[config.mk]
export PLATFORM = sky130hd
export DESIGN_NAME = fme_front_flat
export DESIGN_NICKNAME = d
export VERILOG_FILES = /design/src/sv/fme_pkg.sv /design/src/sv/fme_stream_if.sv /design/src/sv/fme_front.sv /design/src/flat_wrapper.sv
export VERILOG_INCLUDE_DIRS = /design/src /design/src/sv
export SDC_FILE = /design/constraint.sdc
export NUM_CORES = 1
export LEC_CHECK = 0
export BUFFER_PORTS_ARGS = -buffer_cell sky130_fd_sc_hd__clkbuf_2
export CORE_AREA = 3 3 117 119
export CTS_CLUSTER_SIZE = 28
export DETAILED_ROUTE_END_ITERATION = 7
export DIE_AREA = 0 0 120 122
export GPL_ROUTABILITY_DRIVEN = 0
export PLACE_DENSITY = 0.78
export SLEW_MARGIN = 10
export SYNTH_ARGS = -nofsm -noshare
export SYNTH_HDL_FRONTEND = slang
export SYNTH_SLANG_ARGS = --single-unit
[constraint.sdc]
create_clock -name clk -period 2.5 [get_ports clk]
set_clock_uncertainty 0.05 [all_clocks]
set_input_delay 0.5 -clock clk [delete_from_list [all_inputs] [get_ports clk]]
set_output_delay 0.5 -clock clk [all_outputs]
set_load 0.005 [all_outputs]
[src/sv/assert_macros.svh]
// Assertion macros shared by the RTL files
`ifndef ASSERT_MACROS_SVH
`define ASSERT_MACROS_SVH
`ifndef SYNTHESIS
`define ASSERT_IMPL(lbl, clk, rst_n, ante, cons) \
  lbl: assert property (@(posedge clk) disable iff (!rst_n) (ante) |-> (cons)) \
    else $error("assertion failed");
`define ASSERT_NEXT(lbl, clk, rst_n, ante, cons) \
  lbl: assert property (@(posedge clk) disable iff (!rst_n) (ante) |=> (cons)) \
    else $error("assertion failed");
`else
`define ASSERT_IMPL(lbl, clk, rst_n, ante, cons)
`define ASSERT_NEXT(lbl, clk, rst_n, ante, cons)
`endif
`endif

[src/sv/fme_pkg.sv]
`timescale 1ns / 1ps
// ----------------------------------------------------------------------------
// fme_pkg: shared types, constants and AES helpers
// Holds the frame job record and the AES byte functions.
// ----------------------------------------------------------------------------
package fme_pkg;
  localparam int MAC_BYTES_DEF = 6;
  localparam logic [7:0] PAD_BYTE = 8'h55;
  localparam logic [7:0] CSUM_XOR2 = 8'h5B;
  localparam int NUM_ROUNDS = 10;

  localparam logic [0:0] REG_KEY_HIGH = 1'b0;
  localparam logic [0:0] REG_KEY_LOW = 1'b1;

  typedef struct packed {
    logic [127:0] block;
    logic [47:0]  rx_mac;
  } job_t;

  function automatic logic [7:0] sbox(input logic [7:0] a);
    logic [7:0] t [256];
    t = '{
      8'h63,8'h7c,8'h77,8'h7b,8'hf2,8'h6b,8'h6f,8'hc5,8'h30,8'h01,8'h67,8'h2b,8'hfe,8'hd7,8'hab,8'h76,
      8'hca,8'h82,8'hc9,8'h7d,8'hfa,8'h59,8'h47,8'hf0,8'had,8'hd4,8'ha2,8'haf,8'h9c,8'ha4,8'h72,8'hc0,
      8'hb7,8'hfd,8'h93,8'h26,8'h36,8'h3f,8'hf7,8'hcc,8'h34,8'ha5,8'he5,8'hf1,8'h71,8'hd8,8'h31,8'h15,
      8'h04,8'hc7,8'h23,8'hc3,8'h18,8'h96,8'h05,8'h9a,8'h07,8'h12,8'h80,8'he2,8'heb,8'h27,8'hb2,8'h75,
      8'h09,8'h83,8'h2c,8'h1a,8'h1b,8'h6e,8'h5a,8'ha0,8'h52,8'h3b,8'hd6,8'hb3,8'h29,8'he3,8'h2f,8'h84,
      8'h53,8'hd1,8'h00,8'hed,8'h20,8'hfc,8'hb1,8'h5b,8'h6a,8'hcb,8'hbe,8'h39,8'h4a,8'h4c,8'h58,8'hcf,
      8'hd0,8'hef,8'haa,8'hfb,8'h43,8'h4d,8'h33,8'h85,8'h45,8'hf9,8'h02,8'h7f,8'h50,8'h3c,8'h9f,8'ha8,
      8'h51,8'ha3,8'h40,8'h8f,8'h92,8'h9d,8'h38,8'hf5,8'hbc,8'hb6,8'hda,8'h21,8'h10,8'hff,8'hf3,8'hd2,
      8'hcd,8'h0c,8'h13,8'hec,8'h5f,8'h97,8'h44,8'h17,8'hc4,8'ha7,8'h7e,8'h3d,8'h64,8'h5d,8'h19,8'h73,
      8'h60,8'h81,8'h4f,8'hdc,8'h22,8'h2a,8'h90,8'h88,8'h46,8'hee,8'hb8,8'h14,8'hde,8'h5e,8'h0b,8'hdb,
      8'he0,8'h32,8'h3a,8'h0a,8'h49,8'h06,8'h24,8'h5c,8'hc2,8'hd3,8'hac,8'h62,8'h91,8'h95,8'he4,8'h79,
      8'he7,8'hc8,8'h37,8'h6d,8'h8d,8'hd5,8'h4e,8'ha9,8'h6c,8'h56,8'hf4,8'hea,8'h65,8'h7a,8'hae,8'h08,
      8'hba,8'h78,8'h25,8'h2e,8'h1c,8'ha6,8'hb4,8'hc6,8'he8,8'hdd,8'h74,8'h1f,8'h4b,8'hbd,8'h8b,8'h8a,
      8'h70,8'h3e,8'hb5,8'h66,8'h48,8'h03,8'hf6,8'h0e,8'h61,8'h35,8'h57,8'hb9,8'h86,8'hc1,8'h1d,8'h9e,
      8'he1,8'hf8,8'h98,8'h11,8'h69,8'hd9,8'h8e,8'h94,8'h9b,8'h1e,8'h87,8'he9,8'hce,8'h55,8'h28,8'hdf,
      8'h8c,8'ha1,8'h89,8'h0d,8'hbf,8'he6,8'h42,8'h68,8'h41,8'h99,8'h2d,8'h0f,8'hb0,8'h54,8'hbb,8'h16
    };
    return t[a];
  endfunction

  function automatic logic [7:0] xtime(input logic [7:0] a);
    return {a[6:0], 1'b0} ^ (a[7] ? 8'h1B : 8'h00);
  endfunction

  // Byte i of a 128-bit word, byte 0 in the top bits.
  function automatic logic [7:0] byte_at(input logic [127:0] w, input int i);
    return w[127 - 8*i -: 8];
  endfunction
endpackage

[src/sv/fme_stream_if.sv]
`timescale 1ns / 1ps
// ----------------------------------------------------------------------------
// fme_stream_if: valid/ready channel interfaces
// Frame byte channel, result channel and register write channel.
// ----------------------------------------------------------------------------
interface fme_in_if;
  logic        valid;
  logic        ready;
  logic [7:0]  data_byte;
  logic        has_byte;
  logic        last_byte;
  logic        action;
  logic [47:0] challenge;
  logic [15:0] sequence_req;
  logic [47:0] received_mac;
  modport source(output valid, data_byte, has_byte, last_byte, action, challenge,
                 sequence_req, received_mac, input ready);
  modport sink(input valid, data_byte, has_byte, last_byte, action, challenge,
               sequence_req, received_mac, output ready);
endinterface


[src/sv/fme_front.sv]
`timescale 1ns / 1ps
// ----------------------------------------------------------------------------
// fme_front: frame byte intake
// Updates checksum and prefix per byte; emits a block job on the last item.
// ----------------------------------------------------------------------------
`include "assert_macros.svh"
module fme_front (
  input  logic           clk,
  input  logic           rst_n,
  fme_in_if.sink         in_ch,
  output logic           job_valid,
  input  logic           job_ready,
  output fme_pkg::job_t  job
);
  import fme_pkg::*;

  logic [7:0]  csum1_r, csum2_r, csum1_nxt, csum2_nxt;
  logic [63:0] prefix_r, prefix_nxt;
  logic [3:0]  seen_r, seen_nxt;
  logic [7:0]  mixed, nx, sh;
  logic        acc;
  logic [127:0] blk;

  // Stall only when a job is offered and the queue is full.
  assign in_ch.ready = !(in_ch.last_byte && !job_ready);
  assign acc = in_ch.valid && in_ch.ready;

  always_comb begin
    mixed = in_ch.data_byte ^ csum2_r;
    nx = {csum1_r[6:0], mixed[7]};
    sh = {mixed[6:0], 1'b0};
    csum1_nxt = csum1_r;
    csum2_nxt = csum2_r;
    prefix_nxt = prefix_r;
    seen_nxt = seen_r;
    if (in_ch.has_byte) begin
      csum1_nxt = csum1_r[7] ? (nx ^ PAD_BYTE) : nx;
      csum2_nxt = csum1_r[7] ? (sh ^ CSUM_XOR2) : sh;
      if (seen_r < 4'd8) begin
        prefix_nxt[63 - 8*seen_r[2:0] -: 8] = in_ch.data_byte;
        seen_nxt = seen_r + 4'd1;
      end
    end
  end

  always_comb begin
    blk = {prefix_nxt, csum1_nxt, csum2_nxt, in_ch.challenge};
    if (in_ch.action) begin
      blk[47:0] = {in_ch.sequence_req, {4{PAD_BYTE}}};
    end
  end

  assign job_valid = in_ch.valid && in_ch.last_byte;
  assign job.block = blk;
  assign job.rx_mac = in_ch.received_mac;

  always_ff @(posedge clk) begin
    if (!rst_n) begin
      csum1_r <= '0;
      csum2_r <= '0;
      prefix_r <= {8{PAD_BYTE}};
      seen_r <= '0;
    end else if (acc) begin
      if (in_ch.last_byte) begin
        csum1_r <= '0;
        csum2_r <= '0;
        prefix_r <= {8{PAD_BYTE}};
        seen_r <= '0;
      end else begin
        csum1_r <= csum1_nxt;
        csum2_r <= csum2_nxt;
        prefix_r <= prefix_nxt;
        seen_r <= seen_nxt;
      end
    end
  end

  `ASSERT_IMPL(a_seen_sat, clk, rst_n, 1'b1, seen_r <= 4'd8)
  `ASSERT_NEXT(a_clear_after_last, clk, rst_n, acc && in_ch.last_byte, seen_r == 4'd0)
  `ASSERT_IMPL(a_job_only_last, clk, rst_n, job_valid, in_ch.last_byte)
endmodule

[src/flat_wrapper.sv]
// flat-port wrapper written by rule: the top's interface ports become plain ports
module fme_front_flat import fme_pkg::*;
  (clk, rst_n, job_valid, job_ready, job, in_ch_valid, in_ch_data_byte, in_ch_has_byte, in_ch_last_byte, in_ch_action, in_ch_challenge, in_ch_sequence_req, in_ch_received_mac, in_ch_ready);
  fme_in_if in_ch_i ();
  input  logic clk;
  input  logic rst_n;
  output logic job_valid;
  input  logic job_ready;
  output fme_pkg::job_t job;
  input wire logic [$bits(in_ch_i.valid)-1:0] in_ch_valid;
  input wire logic [$bits(in_ch_i.data_byte)-1:0] in_ch_data_byte;
  input wire logic [$bits(in_ch_i.has_byte)-1:0] in_ch_has_byte;
  input wire logic [$bits(in_ch_i.last_byte)-1:0] in_ch_last_byte;
  input wire logic [$bits(in_ch_i.action)-1:0] in_ch_action;
  input wire logic [$bits(in_ch_i.challenge)-1:0] in_ch_challenge;
  input wire logic [$bits(in_ch_i.sequence_req)-1:0] in_ch_sequence_req;
  input wire logic [$bits(in_ch_i.received_mac)-1:0] in_ch_received_mac;
  output wire logic [$bits(in_ch_i.ready)-1:0] in_ch_ready;
  assign in_ch_i.valid = in_ch_valid;
  assign in_ch_i.data_byte = in_ch_data_byte;
  assign in_ch_i.has_byte = in_ch_has_byte;
  assign in_ch_i.last_byte = in_ch_last_byte;
  assign in_ch_i.action = in_ch_action;
  assign in_ch_i.challenge = in_ch_challenge;
  assign in_ch_i.sequence_req = in_ch_sequence_req;
  assign in_ch_i.received_mac = in_ch_received_mac;
  assign in_ch_ready = in_ch_i.ready;
  fme_front u_core (.clk(clk), .rst_n(rst_n), .in_ch(in_ch_i), .job_valid(job_valid), .job_ready(job_ready), .job(job));
endmodule
==> qor.csv, run 1 <==
stage,metric,value,unit
yosys,#FFs+latches synth,84,
flow_run,maxcap violations,0,
global_route,initial antenna violation count,0,
setup_path,Worst Path Max Fanout,16,
timing,Final min period,2.410,ns
routing,DRC errors left,0,
global_route,total grt overflow,0,
global_route,vias in the first global route,5110,
global_route,met3 usage,0.06360,
clock_tree,CTS Buf Count,9,
routing,Iter 0 DRT Violations,402,
global_route,grt peak-use layer,met2,
cells_and_area,fraction of layout cells with a size suffix above 1,0.4053,
timing,Hold WS,0.4188,ns
die,Initial Utilization,0.4267,
place,pre-CTS setup slack,0.2255,ns
setup_path,worst endpoint data arrival time,1.86,ns
yosys,Synth area leaders,"dfxtp_1, buf_4, nor2b_1",
timing,Final Hold Viols,0,
timing,Final setup viols,0,
yosys,Main synth FF type,dfxtp_1,
clock_tree,clock root cell,clkbuf_16,
routing,DR pass1 iterations,5,
yosys,syn nets,777,
cells_and_area,nets,926,
status,status,"complete, no violations",
setup_path,sum of buffers and inverters on the critical path,2,
power_and_ir_drop,Leak Pwr,3.069,nW
setup_path,CP Capture Type,output port,
routing,Detailed Route WL,18780,um
timing,Worst Tran Pin Value,0.6332,ns
yosys,"Cell Area, Synth",5406,sq um
yosys,Synth cell types,49,
clock_tree,"CTS clk-pin slew, worst paths",0.06,ns
timing,Pins Over Slew Limit,0,
die,Chip Width,120,um
timing,Slew HR,0.5779,
clock_tree,buffers inserted by post-CTS timing repair,0,
worst_hold_path,Hold Path Class,reg -> reg,
yosys,Post-synth EDFFs,0,
clock_tree,clock sinks,84,
yosys,post-synthesis instance total,644,
die,core area,12670,sq um
clock_tree,clk buf depth,2,
place,I/O Buffers,208,
yosys,ys async rst share,0,
die,die area,14640,sq um
place,Post-DP HPWL,14330,um
cells_and_area,area delta synth->final,21.71,%
yosys,Mapped Avg Cell Area,8.395,sq um
setup_path,cells along the critical path,inv_1 -> ha_1 -> nand2_1 -> a22o_1 -> clkbuf_2,
clock_tree,worst skew pair latency,0.33,ns
power_and_ir_drop,PwrDens,473.8,nW/um^2
setup_path,CP required,1.95,ns
place,dpl cell area,6269,sq um
setup_path,Slowest cell on crit path,dfxtp_2,
routing,post-route ant nets,0,
cells_and_area,Antenna Cells,0,
die,row count,41,
setup_path,"slowest stage delay, CP",0.51,ns
clock_tree,H-tree levels,3,
routing,Avg WL per Cell,19.38,um
global_route,GR Layer Usage met1,0.2814,
routing,routed vias/inst,5.545,
yosys,most numerous cell in the Yosys netlist,dfxtp_1,
clock_tree,CTS tree,done,
yosys,post-synth top area cell,dfxtp_1,
global_route,Total Routing Usage GR,0.2415,
yosys,share of the synthesized area in the top cell type,0.3110,
yosys,"Seq/Total Area, Yosys",0.3110,
global_route,first-pass GRT wire length,27690,um
cells_and_area,post-route cell area,6580,sq um
setup_path,Crit path max-delay family,flip-flops,
yosys,Syn. warnings,0,
timing,Max Clk Rate,0.4149,GHz
yosys,top post-synthesis cells by count,"dfxtp_1, nand2_1, nor2b_1",
die,chip height,122,um
power_and_ir_drop,Pwr Total,3.118,mW
setup_path,CP Class,reg -> out,
routing,Vias,5373,
timing,Setup WS post-layout,0.08974,ns
die,I/O Pins,305,
global_route,met2 Track Usage GR,0.4289,
timing,Final period util,0.9641,
global_route,largest net degree at the start of global routing,58,
setup_path,startpoint types,flip-flop,
power_and_ir_drop,Peak VDD IR,0.3234,mV
-- cell type report --
type	count	area (sq um)
Fill cell	1193	6091
Sequential cell	84	1685
Timing Repair Buffer	240	1281
Inverter	11	41.29
Tap cell	172	215.2
Clock inverter	2	10.01
Multi-Input combinational cell	447	3087
Clock buffer	13	260.3
-- flip-flops by register name, summed over array words and instances (netlist names) --
name and count:
u_core.seen_r 4, u_core.csum2_r 8, u_core.csum1_r 8, u_core.prefix_r 64
-- report_power, final --
group	leakage, nW	total (mW)	internal, mW	switching, mW
combinational	2.25	0.519	0.226	0.293
clock	0.135	1.23	0.719	0.515
sequential	0.681	1.36	1.35	0.0119
-- worst reg2reg max path: stages, from the launching register on --
cell	delay [ns]
dfxtp_2	0.36
inv_1	0.12
ha_1	0.28
nand4bb_1	0.15
buf_4	0.21
nor3_1	0.46
a22oi_1	0.13
nor2b_1	0.14
-- through the flow --
| step | setup TNS (ns) | std cells | util |
|---|---|---|---|
| final | 0 | 969 | 0.5193 |
| after CTS | 0 | 969 | 0.5182 |
| after global placement | 0 | 954 | 0.4947 |
| after floorplan | 0 | 644 | - |
| after detailed placement | 0 | 954 | 0.4947 |
| after global routing | -0.003358 | 969 | 0.5193 |
-- metal layers --
metal | wire length (um) | part of all wire | up-vias
met1 | 7160 | 0.38 | 2516
li1 | - | - | 2534
met3 | 1843 | 0.098 | 30
met4 | 430 | 0.023 | 0
met2 | 9342 | 0.50 | 293
met5 | 0 | 0 | -
-- worst paths after layout --
path                                          from                   to  slack, ns  depth (start not counted)
worst max-delay path              u_core.seen_r[2]             job[147]       0.09                          5
worst min-delay path            u_core.prefix_r[1]   u_core.prefix_r[1]       0.42                          1
worst max register to register    u_core.seen_r[1]  u_core.prefix_r[53]       0.54                          7
worst min register to register  u_core.prefix_r[1]   u_core.prefix_r[1]       0.42                          1
-- cell families after synthesis --
group,synth area share
buffers and inverters,0.1250
adder cells (fa/ha/maj),0.01389
AND/OR/NAND/NOR,0.2254
AO/OA/AOI/OAI,0.2446
multiplexers,0.05415
flip-flops,0.3110
XOR/XNOR,0.02592
-- cell usage in the layout, fill, tap and decap left out, types with 16 or more instances in the layout --
master	count
a21oi_1	19
a22o_1	22
a22oi_1	20
a32oi_1	20
buf_4	32
clkbuf_2	208
dfxtp_1	81
mux2_2	26
nand2_1	82
nor2b_1	59
o21ai_0	48
or2_2	16
xnor2_1	16
-- what timing repair did --
item | 4_1_cts | 5_1_grt
gates resized for setup | 7 | 7
hold buffers | 0 | 0
endpoints found under the setup margin | 29 | 50
cloned | 0 | 0
Power figures use the tool's default switching activity.
==> inputs of run 2 (changes only) <==
--- a/config.mk
+++ b/config.mk
@@ -7,12 +7,13 @@
 export NUM_CORES = 1
 export LEC_CHECK = 0
 export BUFFER_PORTS_ARGS = -buffer_cell sky130_fd_sc_hd__clkbuf_2
-export CORE_AREA = 3 3 117 119
+export CORE_ASPECT_RATIO = 0.9
+export CORE_MARGIN = 3
+export CORE_UTILIZATION = 41
 export CTS_CLUSTER_SIZE = 28
 export DETAILED_ROUTE_END_ITERATION = 7
-export DIE_AREA = 0 0 120 122
 export GPL_ROUTABILITY_DRIVEN = 0
-export PLACE_DENSITY = 0.78
+export PLACE_DENSITY = 0.79
 export SLEW_MARGIN = 10
 export SYNTH_ARGS = -nofsm -noshare
 export SYNTH_HDL_FRONTEND = slang
==> constraint.sdc (replaced) <==
create_clock -name clk -period 1.96 [get_ports clk]
set_clock_uncertainty 0.05 [all_clocks]
set_input_delay 0.392 -clock clk [delete_from_list [all_inputs] [get_ports clk]]
set_output_delay 0.392 -clock clk [all_outputs]
set_load 0.005 [all_outputs]
==> qor.csv, run 2 (synthesized netlist as in run 1, its figures left out) <==
stage,metric,value,unit,change
cells_and_area,nets,967,,+4.4%
cells_and_area,Antenna Cells,0,,unchanged
power_and_ir_drop,Peak VDD IR,0.4912,mV,+52%
cells_and_area,fraction of layout cells with a size suffix above 1,0.5096,,+0.1043
clock_tree,clk buf depth,2,,unchanged
setup_path,Worst Path Max Fanout,8,,-8
cells_and_area,final core area utilization,0.5760,,+0.05674
setup_path,worst endpoint data arrival time,1.71,ns,-0.15 ns
worst_hold_path,Hold Path Class,in -> reg,,
die,chip height,114.9,um,-5.8%
cells_and_area,Biggest register,u_core.prefix_r,,
setup_path,cells along the critical path,inv_4 -> ha_4 -> nand4b_1 -> buf_4 -> o21ai_1 -> clkbuf_2,,
timing,Final Hold Viols,0,,unchanged
flow_run,maxcap violations,0,,unchanged
cells_and_area,Regs by FF count,"u_core.prefix_r (64), u_core.csum1_r (8), u_core.csum2_r (8)",,
setup_path,CP required,1.52,ns,-0.43 ns
place,I/O Buffers,208,,unchanged
clock_tree,H-tree levels,3,,unchanged
routing,Vias,5704,,+6.2%
setup_path,startpoint types,flip-flop,,
setup_path,CP Class,reg -> out,,
cells_and_area,most frequent cells in the layout,"clkbuf_2, dfxtp_1, nor2b_1",,
cells_and_area,fillers,1147,,-3.9%
routing,routed vias/inst,5.704,,+2.9%
timing,Final setup viols,64,,+64
timing,RSZ-0062 raised after global routing,true,,
power_and_ir_drop,Leak Pwr,3.411,nW,+11%
routing,DRC errors left,0,,unchanged
setup_path,"setup slack, reg-to-reg",0.04,ns,-0.50 ns
global_route,initial antenna violation count,0,,unchanged
die,core area,12780,sq um,+0.90%
global_route,vias in the first global route,5295,,+3.6%
setup_path,CP Capture Type,output port,,
global_route,Total Routing Usage GR,0.2420,,+0.0004751
clock_tree,CTS Buf Count,9,,unchanged
routing,Avg WL per Cell,19.75,um,+1.9%
place,pre-CTS setup slack,-0.007531,ns,-0.2330 ns
place,Post-DP HPWL,13640,um,-4.8%
clock_tree,worst skew pair latency,0.33,ns,about the same
die,I/O Pins,305,,unchanged
status,status,"complete, but fails checks",,
timing,Slew HR,0.6922,,+0.1143
clock_tree,"CTS clk-pin slew, worst paths",0.06,ns,about the same
timing,Final min period,2.151,ns,
timing,Final period util,1.097,,
routing,Detailed Route WL,19750,um,+5.2%
cells_and_area,"most common cell after layout, fill and taps aside",clkbuf_2,,
setup_path,Slowest cell on crit path,dfxtp_4,,
cells_and_area,area delta synth->final,36.22,%,
timing,Setup WS post-layout,-0.1906,ns,-0.2804 ns
global_route,largest net degree at the start of global routing,49,,-16%
clock_tree,clock sinks,84,,unchanged
cells_and_area,max FFs per register,64,,unchanged
power_and_ir_drop,PwrDens,565.5,nW/um^2,+19%
timing,Pins Over Slew Limit,0,,unchanged
status,failing checks,setup timing,,
routing,Iter 0 DRT Violations,425,,+5.7%
timing,Worst Tran Pin Value,0.4617,ns,-0.1715 ns
die,die area,14600,sq um,-0.26%
routing,DR pass1 iterations,5,,unchanged
die,Initial Utilization,0.4229,,-0.003800
timing,Max Clk Rate,0.4650,GHz,
setup_path,"slowest stage delay, CP",0.38,ns,-0.13 ns
routing,post-route ant nets,0,,unchanged
clock_tree,hold_buf cts,0,,unchanged
global_route,first-pass GRT wire length,28280,um,+2.1%
clock_tree,CTS tree,done,,
global_route,total grt overflow,0,,unchanged
die,row count,39,,-4.9%
die,Chip Width,127.0,um,+5.9%
clock_tree,clock root cell,clkbuf_16,,
==> run 2: cell types whose count changed in the layout (fill, tap and decap cells not counted), sizes merged <==
cell    previous run  this run
buf               32        86
nand4b             3         5
bufinv             0         1
and4b              4         5
clkbuf           221       202
==> run 2: layer usage <==
layer  share of wire  routed length, um  vias to the layer above  GRT usage
li1                -                  -                     2632          -
met1            0.39               7663                     2719     0.2829
met2            0.50               9917                      309     0.4267
met3           0.084               1654                       44    0.06735
met4           0.026                517                        0    0.08649
met5               0                  0                        -          0
==> run 2: worst max-delay path: cells and delay by family (launching register included) <==
family	cells	cell delay (ns)
compound gates	1	0.16
fa+ha+maj	1	0.16
buf+inv	3	0.49
flops	1	0.38
simple gates	1	0.19
==> run 2: final timing paths <==
| kind | startpoint | end | depth (start not counted) |
|---|---|---|---|
| setup / recovery | u_core.seen_r[0] | job[141] | 6 |
| hold reg to reg | u_core.prefix_r[36] | u_core.prefix_r[36] | 2 |
| setup reg to reg | u_core.seen_r[0] | u_core.prefix_r[21] | 9 |
| hold / removal | job_ready | u_core.seen_r[3] | 3 |
==> run 2: timing repair <==
action / 4_1_cts / 5_1_grt
resized for setup: 95 / 80
buffers inserted: 1 / 6
pin swaps: 9 / 25
endpoints found under the setup margin: 64 / 65
gates cloned: 3 / 5
==> run 2: final cells by class <==
class | count | area, sq um | area share
Multi-Input combinational cell | 450 | 3422 | 0.4647
Timing Repair Buffer | 278 | 1715 | 0.2329
Sequential cell | 84 | 1697 | 0.2304
Clock buffer | 10 | 239.0 | 0.03245
Tap cell | 164 | 205.2 | 0.02786
Inverter | 11 | 46.29 | 0.006286
Clock inverter | 3 | 40.04 | 0.005437
==> run 2: where the power goes <==
| part | leakage, nW | switching (mW) | total (mW) | internal, mW |
|---|---|---|---|---|
| sequential | 0.682 | 0.0154 | 1.73 | 1.72 |
| combinational | 2.59 | 0.408 | 0.762 | 0.354 |
| clock | 0.140 | 0.671 | 1.67 | 0.997 |
==> run 2: metrics by stage <==
step	hold WS (ns)	cells	setup TNS [ns]	instance area, sq um	power [mW]
4_1_cts	0.3128	989	-5.294	7053	4.142
2_1_floorplan	0.3928	644	0	5406	2.194
3_3_place_gp	0.4033	972	0	6541	2.471
3_5_place_dp	0.4089	972	-0.01041	6541	2.474
5_1_grt	0.3268	1000	-10.96	7365	4.328
6_report	0.3249	1000	-6.483	7365	4.165
