--- src/sv/assert_macros.svh ---
// Assertion macros shared by the RTL files
`ifndef ASSERT_MACROS_SVH
`define ASSERT_MACROS_SVH
`ifndef SYNTHESIS
`define ASSERT_IMPL(lbl, clk, rst_n, ante, cons) \
  lbl: assert property (@(posedge clk) disable iff (!rst_n) (ante) |-> (cons)) \
    else $error("assertion failed");
`define ASSERT_NEXT(lbl, clk, rst_n, ante, cons) \
  lbl: assert property (@(posedge clk) disable iff (!rst_n) (ante) |=> (cons)) \
    else $error("assertion failed");
`else
`define ASSERT_IMPL(lbl, clk, rst_n, ante, cons)
`define ASSERT_NEXT(lbl, clk, rst_n, ante, cons)
`endif
`endif

--- src/sv/fme_pkg.sv ---
`timescale 1ns / 1ps
// ----------------------------------------------------------------------------
// fme_pkg: shared types, constants and AES helpers
// Holds the frame job record and the AES byte functions.
// ----------------------------------------------------------------------------
package fme_pkg;
  localparam int MAC_BYTES_DEF = 6;
  localparam logic [7:0] PAD_BYTE = 8'h55;
  localparam logic [7:0] CSUM_XOR2 = 8'h5B;
  localparam int NUM_ROUNDS = 10;

  localparam logic [0:0] REG_KEY_HIGH = 1'b0;
  localparam logic [0:0] REG_KEY_LOW = 1'b1;

  typedef struct packed {
    logic [127:0] block;
    logic [47:0]  rx_mac;
  } job_t;

  function automatic logic [7:0] sbox(input logic [7:0] a);
    logic [7:0] t [256];
    t = '{
      8'h63,8'h7c,8'h77,8'h7b,8'hf2,8'h6b,8'h6f,8'hc5,8'h30,8'h01,8'h67,8'h2b,8'hfe,8'hd7,8'hab,8'h76,
      8'hca,8'h82,8'hc9,8'h7d,8'hfa,8'h59,8'h47,8'hf0,8'had,8'hd4,8'ha2,8'haf,8'h9c,8'ha4,8'h72,8'hc0,
      8'hb7,8'hfd,8'h93,8'h26,8'h36,8'h3f,8'hf7,8'hcc,8'h34,8'ha5,8'he5,8'hf1,8'h71,8'hd8,8'h31,8'h15,
      8'h04,8'hc7,8'h23,8'hc3,8'h18,8'h96,8'h05,8'h9a,8'h07,8'h12,8'h80,8'he2,8'heb,8'h27,8'hb2,8'h75,
      8'h09,8'h83,8'h2c,8'h1a,8'h1b,8'h6e,8'h5a,8'ha0,8'h52,8'h3b,8'hd6,8'hb3,8'h29,8'he3,8'h2f,8'h84,
      8'h53,8'hd1,8'h00,8'hed,8'h20,8'hfc,8'hb1,8'h5b,8'h6a,8'hcb,8'hbe,8'h39,8'h4a,8'h4c,8'h58,8'hcf,
      8'hd0,8'hef,8'haa,8'hfb,8'h43,8'h4d,8'h33,8'h85,8'h45,8'hf9,8'h02,8'h7f,8'h50,8'h3c,8'h9f,8'ha8,
      8'h51,8'ha3,8'h40,8'h8f,8'h92,8'h9d,8'h38,8'hf5,8'hbc,8'hb6,8'hda,8'h21,8'h10,8'hff,8'hf3,8'hd2,
      8'hcd,8'h0c,8'h13,8'hec,8'h5f,8'h97,8'h44,8'h17,8'hc4,8'ha7,8'h7e,8'h3d,8'h64,8'h5d,8'h19,8'h73,
      8'h60,8'h81,8'h4f,8'hdc,8'h22,8'h2a,8'h90,8'h88,8'h46,8'hee,8'hb8,8'h14,8'hde,8'h5e,8'h0b,8'hdb,
      8'he0,8'h32,8'h3a,8'h0a,8'h49,8'h06,8'h24,8'h5c,8'hc2,8'hd3,8'hac,8'h62,8'h91,8'h95,8'he4,8'h79,
      8'he7,8'hc8,8'h37,8'h6d,8'h8d,8'hd5,8'h4e,8'ha9,8'h6c,8'h56,8'hf4,8'hea,8'h65,8'h7a,8'hae,8'h08,
      8'hba,8'h78,8'h25,8'h2e,8'h1c,8'ha6,8'hb4,8'hc6,8'he8,8'hdd,8'h74,8'h1f,8'h4b,8'hbd,8'h8b,8'h8a,
      8'h70,8'h3e,8'hb5,8'h66,8'h48,8'h03,8'hf6,8'h0e,8'h61,8'h35,8'h57,8'hb9,8'h86,8'hc1,8'h1d,8'h9e,
      8'he1,8'hf8,8'h98,8'h11,8'h69,8'hd9,8'h8e,8'h94,8'h9b,8'h1e,8'h87,8'he9,8'hce,8'h55,8'h28,8'hdf,
      8'h8c,8'ha1,8'h89,8'h0d,8'hbf,8'he6,8'h42,8'h68,8'h41,8'h99,8'h2d,8'h0f,8'hb0,8'h54,8'hbb,8'h16
    };
    return t[a];
  endfunction

  function automatic logic [7:0] xtime(input logic [7:0] a);
    return {a[6:0], 1'b0} ^ (a[7] ? 8'h1B : 8'h00);
  endfunction

  // Byte i of a 128-bit word, byte 0 in the top bits.
  function automatic logic [7:0] byte_at(input logic [127:0] w, input int i);
    return w[127 - 8*i -: 8];
  endfunction
endpackage

--- src/sv/fme_queue.sv ---
`timescale 1ns / 1ps
// ----------------------------------------------------------------------------
// fme_queue: two-entry job queue
// Decouples frame intake from the cipher engine.
// ----------------------------------------------------------------------------
`include "assert_macros.svh"
module fme_queue (
  input  logic           clk,
  input  logic           rst_n,
  input  logic           wr_valid,
  output logic           wr_ready,
  input  fme_pkg::job_t  wr_job,
  output logic           rd_valid,
  input  logic           rd_ready,
  output fme_pkg::job_t  rd_job
);
  import fme_pkg::*;

  job_t       mem_r [2];
  logic       wp_r, rp_r;
  logic [1:0] cnt_r;
  logic       wr, rd;

  assign wr_ready = cnt_r != 2'd2;
  assign rd_valid = cnt_r != 2'd0;
  assign wr = wr_valid && wr_ready;
  assign rd = rd_valid && rd_ready;
  assign rd_job = mem_r[rp_r];

  always_ff @(posedge clk) begin
    if (wr) begin
      mem_r[wp_r] <= wr_job;
    end
  end

  always_ff @(posedge clk) begin
    if (!rst_n) begin
      wp_r <= 1'b0;
      rp_r <= 1'b0;
      cnt_r <= '0;
    end else begin
      if (wr) wp_r <= !wp_r;
      if (rd) rp_r <= !rp_r;
      cnt_r <= cnt_r + {1'b0, wr} - {1'b0, rd};
    end
  end

  `ASSERT_IMPL(a_cnt_range, clk, rst_n, 1'b1, cnt_r <= 2'd2)
  `ASSERT_IMPL(a_ptr_cnt, clk, rst_n, cnt_r == 2'd0 || cnt_r == 2'd2, wp_r == rp_r)
  `ASSERT_IMPL(a_ptr_one, clk, rst_n, cnt_r == 2'd1, wp_r != rp_r)
endmodule

--- config.mk ---
export PLATFORM = sky130hd
export DESIGN_NAME = fme_queue
export DESIGN_NICKNAME = d
export VERILOG_FILES = /design/src/sv/fme_pkg.sv /design/src/sv/fme_queue.sv
export VERILOG_INCLUDE_DIRS = /design/src /design/src/sv
export SDC_FILE = /design/constraint.sdc
export NUM_CORES = 1
export LEC_CHECK = 0
export BUFFER_PORTS_ARGS = -buffer_cell sky130_fd_sc_hd__buf_4
export CORE_UTILIZATION = 33
export CTS_BUF_LIST = sky130_fd_sc_hd__clkbuf_2 sky130_fd_sc_hd__clkbuf_4 sky130_fd_sc_hd__clkbuf_8
export DETAILED_ROUTE_END_ITERATION = 10
export PLACE_DENSITY_LB_ADDON = 0.3
export SYNTH_ARGS = -nofsm -noshare
export SYNTH_HDL_FRONTEND = slang
export SYNTH_SLANG_ARGS = --single-unit
--- constraint.sdc ---
create_clock -name clk -period 11.7 [get_ports clk]
set_input_delay 1.17 -clock clk [delete_from_list [all_inputs] [get_ports clk]]
set_output_delay 1.17 -clock clk [all_outputs]
set_load 0.01 [all_outputs]
==> results_tabular.tex, run 1 <==
\begin{tabular}{lr}
\hline
Metric & Value \\
\hline
\multicolumn{2}{l}{\textbf{Floorplanning}} \\
\quad Die extent in x & 203 um \\
\quad Effective utilization at floorplan & 33.6\% \\
\quad DIE HEIGHT & 203 um \\
\quad I/O pins & 358 \\
\quad CORE AREA & 39900 um2 \\
\quad Area of the die & 41400 um2 \\
\quad Cell Rows & 73 \\
\multicolumn{2}{l}{\textbf{Route}} \\
\quad Remaining number of nets flagged by the antenna check after routing & 0 \\
\quad Number of optimization iterations in the first detailed-route pass & 4 \\
\quad Total Wirelength & 28200 um \\
\quad Vias & 6786 \\
\quad Via-to-Cell Ratio & 4.36 \\
\quad Detailed-route DRC error count & 0 \\
\quad Post-detailed-route wirelength per cell & 18.1 um \\
\quad Number of design-rule violations left by the first detailed-router iteration & 245 \\
\multicolumn{2}{l}{\textbf{Final layout}} \\
\quad Most frequent cells in the layout & 364 x sky130\_fd\_sc\_hd\_\_buf\_4, 352 x sky130\_fd\_sc\_hd\_\_edfxtp\_1, 100 x sky130\_fd\_sc\_hd\_\_mux2\_4 \\
\quad Cell Count, Final, Fillers Out & 1555 \\
\quad Net count, final & 1164 \\
\quad Layout cell share with drive strength beyond 1 & 61.9\% \\
\quad Most common cell after layout, fill and taps aside & sky130\_fd\_sc\_hd\_\_buf\_4 \\
\quad Layout overhead on the synthesized area & 32.2\% \\
\multicolumn{2}{l}{\textbf{Critical path}} \\
\quad Classification of the worst setup path & flop to output pin \\
\quad Element type at the critical path start & flop \\
\quad Peak fanout along the critical path & 56 \\
\quad Kind of end point of the critical path & output pin \\
\quad Required time worst endpoint & 10.53 ns \\
\quad Worst EP arrival & 3.40 ns \\
\multicolumn{2}{l}{\textbf{Global routing}} \\
\quad Initial antenna violation count & 1 \\
\quad Total global routing track utilization & 13.4\% \\
\quad Vias in the first global route & 7321 \\
\quad Wire length of the first global-routing pass & 41900 um \\
\quad Pin count of the biggest net entering global routing & 66 \\
\quad Residual overflow from global routing & 0 \\
\multicolumn{2}{l}{\textbf{Timing}} \\
\quad Final critical-path setup slack & 7.13 ns \\
\quad Final critical-path share of the clock period & 39.1\% \\
\quad Max Slew Vio Count & 0 \\
\quad Final setup violating endpoints & 0 \\
\quad Worst Hold Margin & 0.524 ns \\
\quad Unrepaired setup endpoints after global routing & false \\
\quad Slew headroom & 35.6\% \\
\quad Setup TNS & 0 ns \\
\quad Maximum operating frequency & 219 MHz \\
\quad Maximum clock skew at final layout & 0.0183 ns \\
\quad Min Tclk post-route & 4.57 ns \\
\quad Worst-margin pin slew & 0.966 ns \\
\quad Hold violation count in the final report & 0 \\
\multicolumn{2}{l}{\textbf{Place}} \\
\quad RePlAce Congestion & 0.703 \\
\quad IO Port Bufs & 357 \\
\quad Number of instances in the placed design & 1447 \\
\quad Placed wire-length estimate after detailed placement & 18300 um \\
\quad Worst slack after detailed placement & 7.68 ns \\
\multicolumn{2}{l}{\textbf{Run}} \\
\quad Max-cap check violation count & 0 \\
\multicolumn{2}{l}{\textbf{Pwr}} \\
\quad Peak supply drop & 0.128 mV \\
\quad Total power divided by cell area & 194 nW/um2 \\
\quad P\_leak & 6.74 nW \\
\quad Overall power after layout & 3.43 mW \\
\multicolumn{2}{l}{\textbf{CTS}} \\
\quad Post\_cts resized & 0 \\
\quad Register clock-pin slew on the reported worst setup and hold paths & 0.06 ns \\
\quad \# Post-CTS Setup Buffers & 0 \\
\quad Number of buffers added by the clock tree synthesis step & 59 \\
\quad Clock tree from TritonCTS & done \\
\quad Number of hold buffers added after CTS & 0 \\
\quad Sinks on Clock Net & 357 \\
\quad H-tree depth reported by CTS & 2 \\
\quad Buffer levels on the longest clock path & 3 \\
\quad Insertion delay of the later-clocked pin in the worst-skew pair & 0.62 ns \\
\quad CTS root buf & sky130\_fd\_sc\_hd\_\_clkbuf\_8 \\
\multicolumn{2}{l}{\textbf{Logic synthesis}} \\
\quad Mean cell area of the mapped netlist & 23.2 um2 \\
\quad Cell count after synthesis & 578 \\
\quad Unique masters post-synth & 25 \\
\quad Fraction of the yosys area taken by sequential cells & 79.7\% \\
\quad Netlist area before placement & 13400 um2 \\
\quad Net Count, Synth & 759 \\
\quad Count of warnings emitted by yosys & 0 \\
\quad Post-synthesis register bit count & 357 \\
\multicolumn{2}{l}{\textbf{Outcome}} \\
\quad Run status & completed \\
\multicolumn{2}{l}{\textbf{Worst hold path}} \\
\quad Worst Hold Class & flop to flop \\
\hline
\end{tabular}
[cells by family after synthesis]
kind of cell / count (synthesis) / share of synthesized area [%]
flip-flops: 357 / 79.7
AND/OR/NAND/NOR: 15 / 0.654
AO/OA/AOI/OAI: 6 / 0.327
adder cells (fa/ha/maj): 1 / 0.0934
buffers and inverters: 22 / 1.60
multiplexers: 176 / 17.6
XOR/XNOR: 1 / 0.0654
[state kept, by name, summed over array words and instances (netlist names), named ones only]
name	count
wp_r	1
mem_r	352
rp_r	1
cnt_r	2
[per-layer routing]
| metal | up-vias | global-route usage [%] | part of all wire (%) |
|---|---|---|---|
| met2 | 250 | 22.5 | 51 |
| met5 | - | 0 | 0 |
| met3 | 45 | 4.94 | 7.7 |
| li1 | 3133 | - | - |
| met1 | 3358 | 15.8 | 40 |
| met4 | 0 | 4.83 | 1.9 |
[cell usage after synthesis]
library cell	n	area (um2)
sky130_fd_sc_hd__a21bo_2	1	10.0
sky130_fd_sc_hd__a21oi_1	1	5.00
sky130_fd_sc_hd__and2_1	1	6.26
sky130_fd_sc_hd__and2b_1	1	7.51
sky130_fd_sc_hd__and3_1	2	12.5
sky130_fd_sc_hd__buf_2	3	15.0
sky130_fd_sc_hd__buf_6	17	191
sky130_fd_sc_hd__dfxtp_1	5	100
sky130_fd_sc_hd__edfxtp_1	352	10600
sky130_fd_sc_hd__ha_1	1	12.5
sky130_fd_sc_hd__inv_1	2	7.51
sky130_fd_sc_hd__mux2_2	76	856
sky130_fd_sc_hd__mux2_4	100	1500
sky130_fd_sc_hd__nand2b_1	1	6.26
sky130_fd_sc_hd__nand3_1	1	5.00
sky130_fd_sc_hd__nand3b_1	1	7.51
sky130_fd_sc_hd__nor2_1	4	15.0
sky130_fd_sc_hd__nor3_1	1	5.00
sky130_fd_sc_hd__nor4_1	1	6.26
sky130_fd_sc_hd__nor4bb_1	1	10.0
sky130_fd_sc_hd__o21ai_0	2	10.0
sky130_fd_sc_hd__o21ba_2	1	10.0
sky130_fd_sc_hd__o31a_1	1	8.76
sky130_fd_sc_hd__or2_2	1	6.26
sky130_fd_sc_hd__xor2_1	1	8.76
[final cells by class]
| class | count | area [um2] |
|---|---|---|
| clock buffers | 76 | 946 |
| inverters | 2 | 12.5 |
| fillers | 3541 | 22200 |
| clock inverters | 31 | 169 |
| repair buffers | 364 | 2730 |
| flip-flops and latches | 357 | 10700 |
| well taps | 525 | 657 |
| multi-input cells | 199 | 2510 |
| diodes | 1 | 2.50 |
[critical path, stage by stage (launching register included)]
cell and delay, ns:
sky130_fd_sc_hd__dfxtp_4 0.55, sky130_fd_sc_hd__buf_4 0.74, sky130_fd_sc_hd__buf_4 0.85, sky130_fd_sc_hd__mux2_2 0.42, sky130_fd_sc_hd__buf_4 0.14
[worst paths after layout]
path | start | to | slack [ns] | cells past startpoint
worst min-delay path | rp_r | rp_r | 0.52 | 2
worst min register to register | rp_r | rp_r | 0.52 | 2
worst max-delay path | flop | rd_job[135] | 7.13 | 4
worst max register to register | cnt_r[0] | mem_r[1][46] | 9.06 | 3
[power by group]
group / switching, mW / total, mW / leakage [nW] / internal, mW
Combinational: 0.365 / 0.807 / 2.81 / 0.442
Sequential: 0.0385 / 1.59 / 3.33 / 1.56
Clock: 0.479 / 1.03 / 0.592 / 0.550
Total: 0.882 / 3.43 / 6.74 / 2.55
[stage by stage]
| step | cell area (um2) | utilization [%] |
|---|---|---|
| floorplan | 13400 | - |
| global placement | 16600 | 41.6 |
| detailed placement | 16600 | 41.6 |
| CTS | 17700 | 44.4 |
| global route | 17700 | 44.4 |
| finish | 17700 | 44.4 |
Note: power is estimated with default switching activity, not from simulation.
==> inputs of run 2 (changes only) <==
==> constraint.sdc (replaced) <==
create_clock -name clk -period 3.8 [get_ports clk]
set_input_delay 0.38 -clock clk [delete_from_list [all_inputs] [get_ports clk]]
set_output_delay 0.38 -clock clk [all_outputs]
set_load 0.01 [all_outputs]
==> run 2 against run 1 <==
Against the previous run: clock power grew to 3.2 times the previous value; sequential power grew to 3.1 times the previous value; clock-buffer cell count grew 10; cell count grew 12%; power grew to 3.2 times the previous value; sequential share of layout area shrank 6.1 points; die area is the same; register-to-register slack lost 7.4 ns; design area grew 11%; non-clock buffer count grew 187; via count grew 9.8%; highest routed layer unchanged.
==> results_tabular.tex, run 2 (synthesis results as in run 1) <==
\begin{tabular}{lr}
\hline
Metric & Value \\
\hline
\multicolumn{2}{l}{\textbf{Final layout}} \\
\quad Register bank with the most flops & mem\_r (unchanged) \\
\quad Regs by FF count & mem\_r (352), cnt\_r (2) (unchanged) \\
\quad Cell Count, Final, Fillers Out & 1738 (was 1555) \\
\quad Most frequent cells in the layout & 367 x sky130\_fd\_sc\_hd\_\_buf\_4, 352 x sky130\_fd\_sc\_hd\_\_edfxtp\_1, 177 x sky130\_fd\_sc\_hd\_\_dlygate4sd3\_1 (was 364 x sky130\_fd\_sc\_hd\_\_buf\_4, 352 x sky130\_fd\_sc\_hd\_\_edfxtp\_1, 100 x sky130\_fd\_sc\_hd\_\_mux2\_4) \\
\quad Most common cell after layout, fill and taps aside & sky130\_fd\_sc\_hd\_\_buf\_4 (unchanged) \\
\quad Max FFs per register & 352 (unchanged) \\
\quad Filler cell count in the final layout & 3315 (was 3541) \\
\quad Net count, final & 1350 (was 1164) \\
\quad Layout overhead on the synthesized area & 47.0\% (was 32.2\%) \\
\quad Layout cell share with drive strength beyond 1 & 53.5\% (was 61.9\%) \\
\multicolumn{2}{l}{\textbf{Place}} \\
\quad Worst slack after detailed placement & 1.59 ns (was 7.68 ns) \\
\quad IO Port Bufs & 357 (unchanged) \\
\quad Number of instances in the placed design & 1457 (was 1447) \\
\quad Placed wire-length estimate after detailed placement & 19300 um (was 18300 um) \\
\quad RePlAce Congestion & 0.757 (was 0.703) \\
\multicolumn{2}{l}{\textbf{CTS}} \\
\quad \# Post-CTS Setup Buffers & 0 (unchanged) \\
\quad Post\_cts resized & 0 (unchanged) \\
\quad Buffer levels on the longest clock path & 3 (unchanged) \\
\quad Number of hold buffers added after CTS & 177 (was 0) \\
\quad H-tree depth reported by CTS & 2 (unchanged) \\
\quad Insertion delay of the later-clocked pin in the worst-skew pair & 0.62 ns (about the same) \\
\quad CTS root buf & sky130\_fd\_sc\_hd\_\_clkbuf\_8 (unchanged) \\
\quad Sinks on Clock Net & 357 (unchanged) \\
\quad Number of buffers added by the clock tree synthesis step & 58 (was 59) \\
\quad Register clock-pin slew on the reported worst setup and hold paths & 0.06 ns (about the same) \\
\quad Clock tree from TritonCTS & done (unchanged) \\
\multicolumn{2}{l}{\textbf{Floorplanning}} \\
\quad CORE AREA & 39900 um2 (unchanged) \\
\quad DIE HEIGHT & 203 um (unchanged) \\
\quad Die extent in x & 203 um (unchanged) \\
\quad Cell Rows & 73 (unchanged) \\
\quad I/O pins & 358 (unchanged) \\
\quad Effective utilization at floorplan & 33.6\% (unchanged) \\
\quad Area of the die & 41400 um2 (unchanged) \\
\multicolumn{2}{l}{\textbf{Route}} \\
\quad Detailed-route DRC error count & 0 (unchanged) \\
\quad Number of optimization iterations in the first detailed-route pass & 4 (unchanged) \\
\quad Number of design-rule violations left by the first detailed-router iteration & 235 (was 245) \\
\quad Total Wirelength & 30000 um (was 28200 um) \\
\quad Vias & 7449 (was 6786) \\
\quad Via-to-Cell Ratio & 4.29 (was 4.36) \\
\quad Remaining number of nets flagged by the antenna check after routing & 0 (unchanged) \\
\quad Post-detailed-route wirelength per cell & 17.2 um (was 18.1 um) \\
\multicolumn{2}{l}{\textbf{Critical path}} \\
\quad Ordered list of cells on the worst path & buf\_4 -> mux2\_2 -> buf\_4 (was buf\_4 -> buf\_4 -> mux2\_2 -> buf\_4) \\
\quad Required time worst endpoint & 3.42 ns (was 10.53 ns) \\
\quad Depth of the most critical reg-to-reg path & 4 (was 3) \\
\quad Peak per-stage delay on the critical path & 0.84 ns (was 0.85 ns) \\
\quad Element type at the critical path start & flop (unchanged) \\
\quad Kind of end point of the critical path & output pin (unchanged) \\
\quad Classification of the worst setup path & flop to output pin (unchanged) \\
\quad Worst EP arrival & 2.40 ns (was 3.40 ns) \\
\quad Peak fanout along the critical path & 40 (was 56) \\
\quad Worst-path cell with the longest stage delay & sky130\_fd\_sc\_hd\_\_dfxtp\_4 (was sky130\_fd\_sc\_hd\_\_buf\_4) \\
\quad Worst reg-to-reg setup slack & 1.63 ns (was 9.06 ns) \\
\quad Most frequent cell on the critical path & sky130\_fd\_sc\_hd\_\_buf\_4 (unchanged) \\
\multicolumn{2}{l}{\textbf{Global routing}} \\
\quad Pin count of the biggest net entering global routing & 54 (was 66) \\
\quad Wire length of the first global-routing pass & 44900 um (was 41900 um) \\
\quad Total global routing track utilization & 14.2\% (was 13.4\%) \\
\quad Residual overflow from global routing & 0 (unchanged) \\
\quad Initial antenna violation count & 1 (unchanged) \\
\quad Vias in the first global route & 8128 (was 7321) \\
\multicolumn{2}{l}{\textbf{Timing}} \\
\quad Max Slew Vio Count & 0 (unchanged) \\
\quad Final setup violating endpoints & 0 (unchanged) \\
\quad Slew headroom & 49.8\% (was 35.6\%) \\
\quad Worst-margin pin slew & 0.752 ns (was 0.966 ns) \\
\quad Final critical-path setup slack & 1.02 ns (was 7.13 ns) \\
\quad Final critical-path share of the clock period & 73.0\% \\
\quad Maximum operating frequency & 360 MHz \\
\quad Unrepaired setup endpoints after global routing & false (unchanged) \\
\quad Setup TNS & 0 ns (unchanged) \\
\quad Maximum clock skew at final layout & 0.0248 ns (was 0.0183 ns) \\
\quad Hold violation count in the final report & 0 (unchanged) \\
\quad Worst Hold Margin & 0.135 ns (was 0.524 ns) \\
\quad Min Tclk post-route & 2.78 ns \\
\multicolumn{2}{l}{\textbf{Pwr}} \\
\quad P\_leak & 7.58 nW (was 6.74 nW) \\
\quad Overall power after layout & 11.0 mW (was 3.43 mW) \\
\quad Power share of the combinational group & 24.6\% (was 23.5\%) \\
\quad Clk pwr share & 30.4\% (was 30.0\%) \\
\quad Pint & 8.21 mW (was 2.55 mW) \\
\quad Switching power as a share of total power & 25.1\% (was 25.7\%) \\
\quad Reported net switching power & 2.75 mW (was 0.882 mW) \\
\quad Total power divided by cell area & 557 nW/um2 (was 194 nW/um2) \\
\quad Sequential power share & 45.0\% (was 46.5\%) \\
\quad Peak supply drop & 0.374 mV (was 0.128 mV) \\
\multicolumn{2}{l}{\textbf{Worst hold path}} \\
\quad Number of cells traversed by the worst hold path & 3 (was 2) \\
\quad Worst Hold Class & input port to flop (was flop to flop) \\
\multicolumn{2}{l}{\textbf{Run}} \\
\quad Max-cap check violation count & 0 (unchanged) \\
\multicolumn{2}{l}{\textbf{Outcome}} \\
\quad Run status & completed (unchanged) \\
\hline
\end{tabular}
[run 2: power by group through the flow]
stage	combinational [mW]	clock, mW	sequential (mW)
floorplan	1.50	0	4.96
global placement	2.56	0	5.01
detailed placement	2.57	0	5.02
CTS	2.74	3.46	4.95
global route	2.87	3.61	4.98
finish	2.70	3.33	4.94
[run 2: critical path: cells and delay by family (launching register included)]
kind	cells	cell delay, ns
muxes	1	0.39
buffers and inverters	2	0.55
DFF	1	0.84
[run 2: final timing paths]
path | from | end
setup / recovery | flop | rd_job[147]
hold / removal | wr_valid | wp_r
setup reg to reg | cnt_r[0] | mem_r[0][6]
hold reg to reg | rp_r | flop
[run 2: final cells by class]
cell class | instances | area [um2] | area share (%)
sequential | 357 | 10700 | 54.2
antenna | 1 | 2.50 | 0.0127
tap | 525 | 657 | 3.34
clock buffer | 86 | 1010 | 5.15
clock inverter | 17 | 149 | 0.756
multi-input combinational | 199 | 2510 | 12.8
inverter | 2 | 11.3 | 0.0572
timing repair buffer | 551 | 4670 | 23.7
[run 2: metrics by stage]
stage          utilization, %  instance area, um2
2_1_floorplan               -               13400
3_3_place_gp             42.0               16800
3_5_place_dp             42.0               16800
4_1_cts                  49.3               19700
5_1_grt                  49.3               19700
6_report                 49.3               19700
[run 2: per-layer routing]
layer | vias up | share of wire, % | track usage [%]
li1 | 3497 | - | -
met1 | 3631 | 40 | 16.5
met2 | 271 | 50 | 23.9
met3 | 50 | 7.6 | 4.68
met4 | 0 | 2.9 | 6.44
met5 | - | 0 | 0
==> inputs of run 3 (changes only) <==
==> constraint.sdc (replaced) <==
create_clock -name clk -period 2.4 [get_ports clk]
set_input_delay 0.24 -clock clk [delete_from_list [all_inputs] [get_ports clk]]
set_output_delay 0.24 -clock clk [all_outputs]
set_load 0.01 [all_outputs]
==> run 3 against run 2 <==
Against the previous run: register-to-register slack worse by 0.99 ns; clock-buffer cell count fell by 13; utilization rose by 0.35 points; critical path depth stayed put; worst setup slack lost 0.88 ns; cell count is 0.46% higher; sequential power is 57% higher; combinational power increased by 63%; power grew 60%.
==> results_tabular.tex, run 3 (synthesis results as in run 1) <==
\begin{tabular}{lr}
\hline
Metric & Value \\
\hline
\multicolumn{2}{l}{\textbf{Place}} \\
\quad Number of instances in the placed design & 1459 (was 1457) \\
\quad Worst slack after detailed placement & 0.550 ns (was 1.59 ns) \\
\quad IO Port Bufs & 357 (unchanged) \\
\quad Placed wire-length estimate after detailed placement & 18400 um (was 19300 um) \\
\quad RePlAce Congestion & 0.730 (was 0.757) \\
\quad Instance area after placement & 16800 um2 (about the same) \\
\multicolumn{2}{l}{\textbf{Floorplanning}} \\
\quad I/O pins & 358 (unchanged) \\
\quad Cell Rows & 73 (unchanged) \\
\quad DIE HEIGHT & 203 um (unchanged) \\
\quad Area of the die & 41400 um2 (unchanged) \\
\quad Effective utilization at floorplan & 33.6\% (unchanged) \\
\quad CORE AREA & 39900 um2 (unchanged) \\
\quad Die extent in x & 203 um (unchanged) \\
\multicolumn{2}{l}{\textbf{Critical path}} \\
\quad Startpoint of the worst register-to-register path & cnt\_r[0] (unchanged) \\
\quad Worst-path cell with the longest stage delay & sky130\_fd\_sc\_hd\_\_dfxtp\_4 (unchanged) \\
\quad Depth of the most critical reg-to-reg path & 4 (unchanged) \\
\quad Number of buffers and inverters on the critical path & 2 (unchanged) \\
\quad Worst reg-to-reg setup slack & 0.64 ns (was 1.63 ns) \\
\quad Ordered list of cells on the worst path & buf\_12 -> mux2\_4 -> buf\_4 (was buf\_4 -> mux2\_2 -> buf\_4) \\
\quad Required time worst endpoint & 2.16 ns (was 3.42 ns) \\
\quad Kind of end point of the critical path & output pin (unchanged) \\
\quad Reg2reg end & mem\_r[0][41] (was mem\_r[0][6]) \\
\quad Peak per-stage delay on the critical path & 0.56 ns (was 0.84 ns) \\
\quad Classification of the worst setup path & flop to output pin (unchanged) \\
\quad Element type at the critical path start & flop (unchanged) \\
\quad Critical path's top delay family & flip-flops (unchanged) \\
\quad Worst EP arrival & 2.01 ns (was 2.40 ns) \\
\quad Peak fanout along the critical path & 39 (was 40) \\
\multicolumn{2}{l}{\textbf{Final layout}} \\
\quad Most frequent cells in the layout & 365 x sky130\_fd\_sc\_hd\_\_buf\_4, 352 x sky130\_fd\_sc\_hd\_\_edfxtp\_1, 179 x sky130\_fd\_sc\_hd\_\_dlygate4sd3\_1 (was 367 x sky130\_fd\_sc\_hd\_\_buf\_4, 352 x sky130\_fd\_sc\_hd\_\_edfxtp\_1, 177 x sky130\_fd\_sc\_hd\_\_dlygate4sd3\_1) \\
\quad Sequential cell area & 10700 um2 (about the same) \\
\quad Layout overhead on the synthesized area & 48.0\% (was 47.0\%) \\
\quad Multi-input logic area & 2520 um2 (was 2510 um2) \\
\quad Regs by FF count & mem\_r (352), cnt\_r (2) (unchanged) \\
\quad Max FFs per register & 352 (unchanged) \\
\quad Summed area of non-filler cells in the final layout & 19800 um2 (was 19700 um2) \\
\quad Net count, final & 1356 (was 1350) \\
\quad Cell Count, Final, Fillers Out & 1746 (was 1738) \\
\quad Most common cell after layout, fill and taps aside & sky130\_fd\_sc\_hd\_\_buf\_4 (unchanged) \\
\quad Register bank with the most flops & mem\_r (unchanged) \\
\quad Filler cell count in the final layout & 3295 (was 3315) \\
\quad Layout cell share with drive strength beyond 1 & 53.0\% (was 53.5\%) \\
\multicolumn{2}{l}{\textbf{Route}} \\
\quad Remaining number of nets flagged by the antenna check after routing & 0 (unchanged) \\
\quad Number of design-rule violations left by the first detailed-router iteration & 235 (unchanged) \\
\quad Number of optimization iterations in the first detailed-route pass & 4 (unchanged) \\
\quad Post-detailed-route wirelength per cell & 16.6 um (was 17.2 um) \\
\quad Total Wirelength & 29000 um (was 30000 um) \\
\quad Via-to-Cell Ratio & 4.26 (was 4.29) \\
\quad Detailed-route DRC error count & 0 (unchanged) \\
\quad Vias & 7445 (was 7449) \\
\multicolumn{2}{l}{\textbf{Timing}} \\
\quad Maximum operating frequency & 444 MHz \\
\quad Slew headroom & 68.4\% (was 49.8\%) \\
\quad Hold violation count in the final report & 0 (unchanged) \\
\quad Worst-margin pin slew & 0.473 ns (was 0.752 ns) \\
\quad Final setup violating endpoints & 0 (unchanged) \\
\quad Worst Hold Margin & 0.351 ns (was 0.135 ns) \\
\quad Max Slew Vio Count & 0 (unchanged) \\
\quad Setup TNS & 0 ns (unchanged) \\
\quad Min Tclk post-route & 2.25 ns \\
\quad Final critical-path share of the clock period & 93.8\% \\
\quad Final critical-path setup slack & 0.149 ns (was 1.02 ns) \\
\quad Unrepaired setup endpoints after global routing & false (unchanged) \\
\quad Maximum clock skew at final layout & 0.0158 ns (was 0.0248 ns) \\
\multicolumn{2}{l}{\textbf{CTS}} \\
\quad Sinks on Clock Net & 357 (unchanged) \\
\quad CTS root buf & sky130\_fd\_sc\_hd\_\_clkbuf\_8 (unchanged) \\
\quad Buffer levels on the longest clock path & 3 (unchanged) \\
\quad Insertion delay of the later-clocked pin in the worst-skew pair & 0.62 ns (about the same) \\
\quad H-tree depth reported by CTS & 2 (unchanged) \\
\quad Clock tree from TritonCTS & done (unchanged) \\
\quad Register clock-pin slew on the reported worst setup and hold paths & 0.06 ns (about the same) \\
\quad Number of buffers added by the clock tree synthesis step & 59 (was 58) \\
\quad Post\_cts resized & 0 (unchanged) \\
\multicolumn{2}{l}{\textbf{Worst hold path}} \\
\quad Number of cells traversed by the worst hold path & 2 (was 3) \\
\quad Beginning of the worst hold path & wr\_job[130] (was wr\_valid) \\
\quad Worst Hold Class & input port to flop (unchanged) \\
\quad Hold Crit Endpoint & mem\_r[1][130] (was wp\_r) \\
\multicolumn{2}{l}{\textbf{Pwr}} \\
\quad P\_leak & 7.62 nW (was 7.58 nW) \\
\quad Total power divided by cell area & 884 nW/um2 (was 557 nW/um2) \\
\quad Peak supply drop & 0.500 mV (was 0.374 mV) \\
\multicolumn{2}{l}{\textbf{Global routing}} \\
\quad Gr busiest metal & met2 (unchanged) \\
\quad Wire length of the first global-routing pass & 43300 um (was 44900 um) \\
\quad Pin count of the biggest net entering global routing & 53 (was 54) \\
\quad Total global routing track utilization & 13.7\% (was 14.2\%) \\
\quad Vias in the first global route & 7992 (was 8128) \\
\quad Met3 track demand over resource in global routing & 4.06\% (was 4.68\%) \\
\quad Met2 Track Usage GR & 22.8\% (was 23.9\%) \\
\quad Initial antenna violation count & 1 (unchanged) \\
\quad Residual overflow from global routing & 0 (unchanged) \\
\quad Met1 layer usage reported by global route & 16.4\% (was 16.5\%) \\
\multicolumn{2}{l}{\textbf{Run}} \\
\quad Max-cap check violation count & 0 (unchanged) \\
\multicolumn{2}{l}{\textbf{Outcome}} \\
\quad Run status & completed (unchanged) \\
\hline
\end{tabular}
-- run 3: changes by cell type in the layout (fill, tap and decap cells not counted), sizes merged --
cell / previous run / this run
clkbuf: 86 / 73
inv: 1 / 2
dlygate4sd3: 177 / 179
bufinv: 3 / 5
buf: 374 / 377
clkinv: 13 / 26
-- run 3: worst max path at each step --
| stage | start | end | slack [ns] | cells past startpoint |
|---|---|---|---|---|
| 2_1_floorplan | cnt_r[0] | mem_r[0][0] | -1.25 | 3 |
| 3_3_place_gp | cnt_r[0] | mem_r[0][134] | 0.60 | 4 |
| 3_5_place_dp | cnt_r[0] | mem_r[0][49] | 0.55 | 4 |
| 4_1_cts | flop | rd_job[172] | 0.04 | 3 |
| 5_1_grt | flop | rd_job[38] | 0.02 | 3 |
| 6_report | flop | rd_job[61] | 0.15 | 3 |
-- run 3: what timing repair did --
| action | CTS | global route |
|---|---|---|
| endpoints found under the setup margin | 112 | 0 |
| setup buffers | 1 | 0 |
| hold endpoints to repair | 357 | 0 |
| hold buffers | 179 | 0 |
-- run 3: cell type report --
| class | count | area share, % |
|---|---|---|
| Clock inverter | 33 | 1.36 |
| Inverter | 2 | 0.0568 |
| Sequential cell | 357 | 53.8 |
| Clock buffer | 73 | 4.66 |
| Tap cell | 525 | 3.31 |
| Antenna cell | 1 | 0.0126 |
| Multi-Input combinational cell | 199 | 12.7 |
| Timing Repair Buffer | 556 | 24.0 |
-- run 3: power breakdown --
group	switching (mW)	total [mW]	leakage [nW]	internal [mW]
clock network	2.33	5.38	0.617	3.05
logic	1.90	4.39	3.67	2.49
registers	0.180	7.75	3.34	7.57
total	4.41	17.5	7.62	13.1
-- run 3: routing by layer --
| metal | wire [um] | vias to the layer above |
|---|---|---|
| li1 | - | 3515 |
| met1 | 11900 | 3629 |
| met2 | 14300 | 254 |
| met3 | 2020 | 47 |
| met4 | 715 | 0 |
| met5 | 0 | - |
-- run 3: stage by stage --
| step | power, mW | utilization, % |
|---|---|---|
| 4_1_cts | 17.8 | 49.7 |
| 5_1_grt | 18.3 | 49.7 |
| 3_5_place_dp | 12.1 | 42.2 |
| 3_3_place_gp | 12.0 | 42.2 |
| 2_1_floorplan | 10.2 | - |
| 6_report | 17.5 | 49.7 |
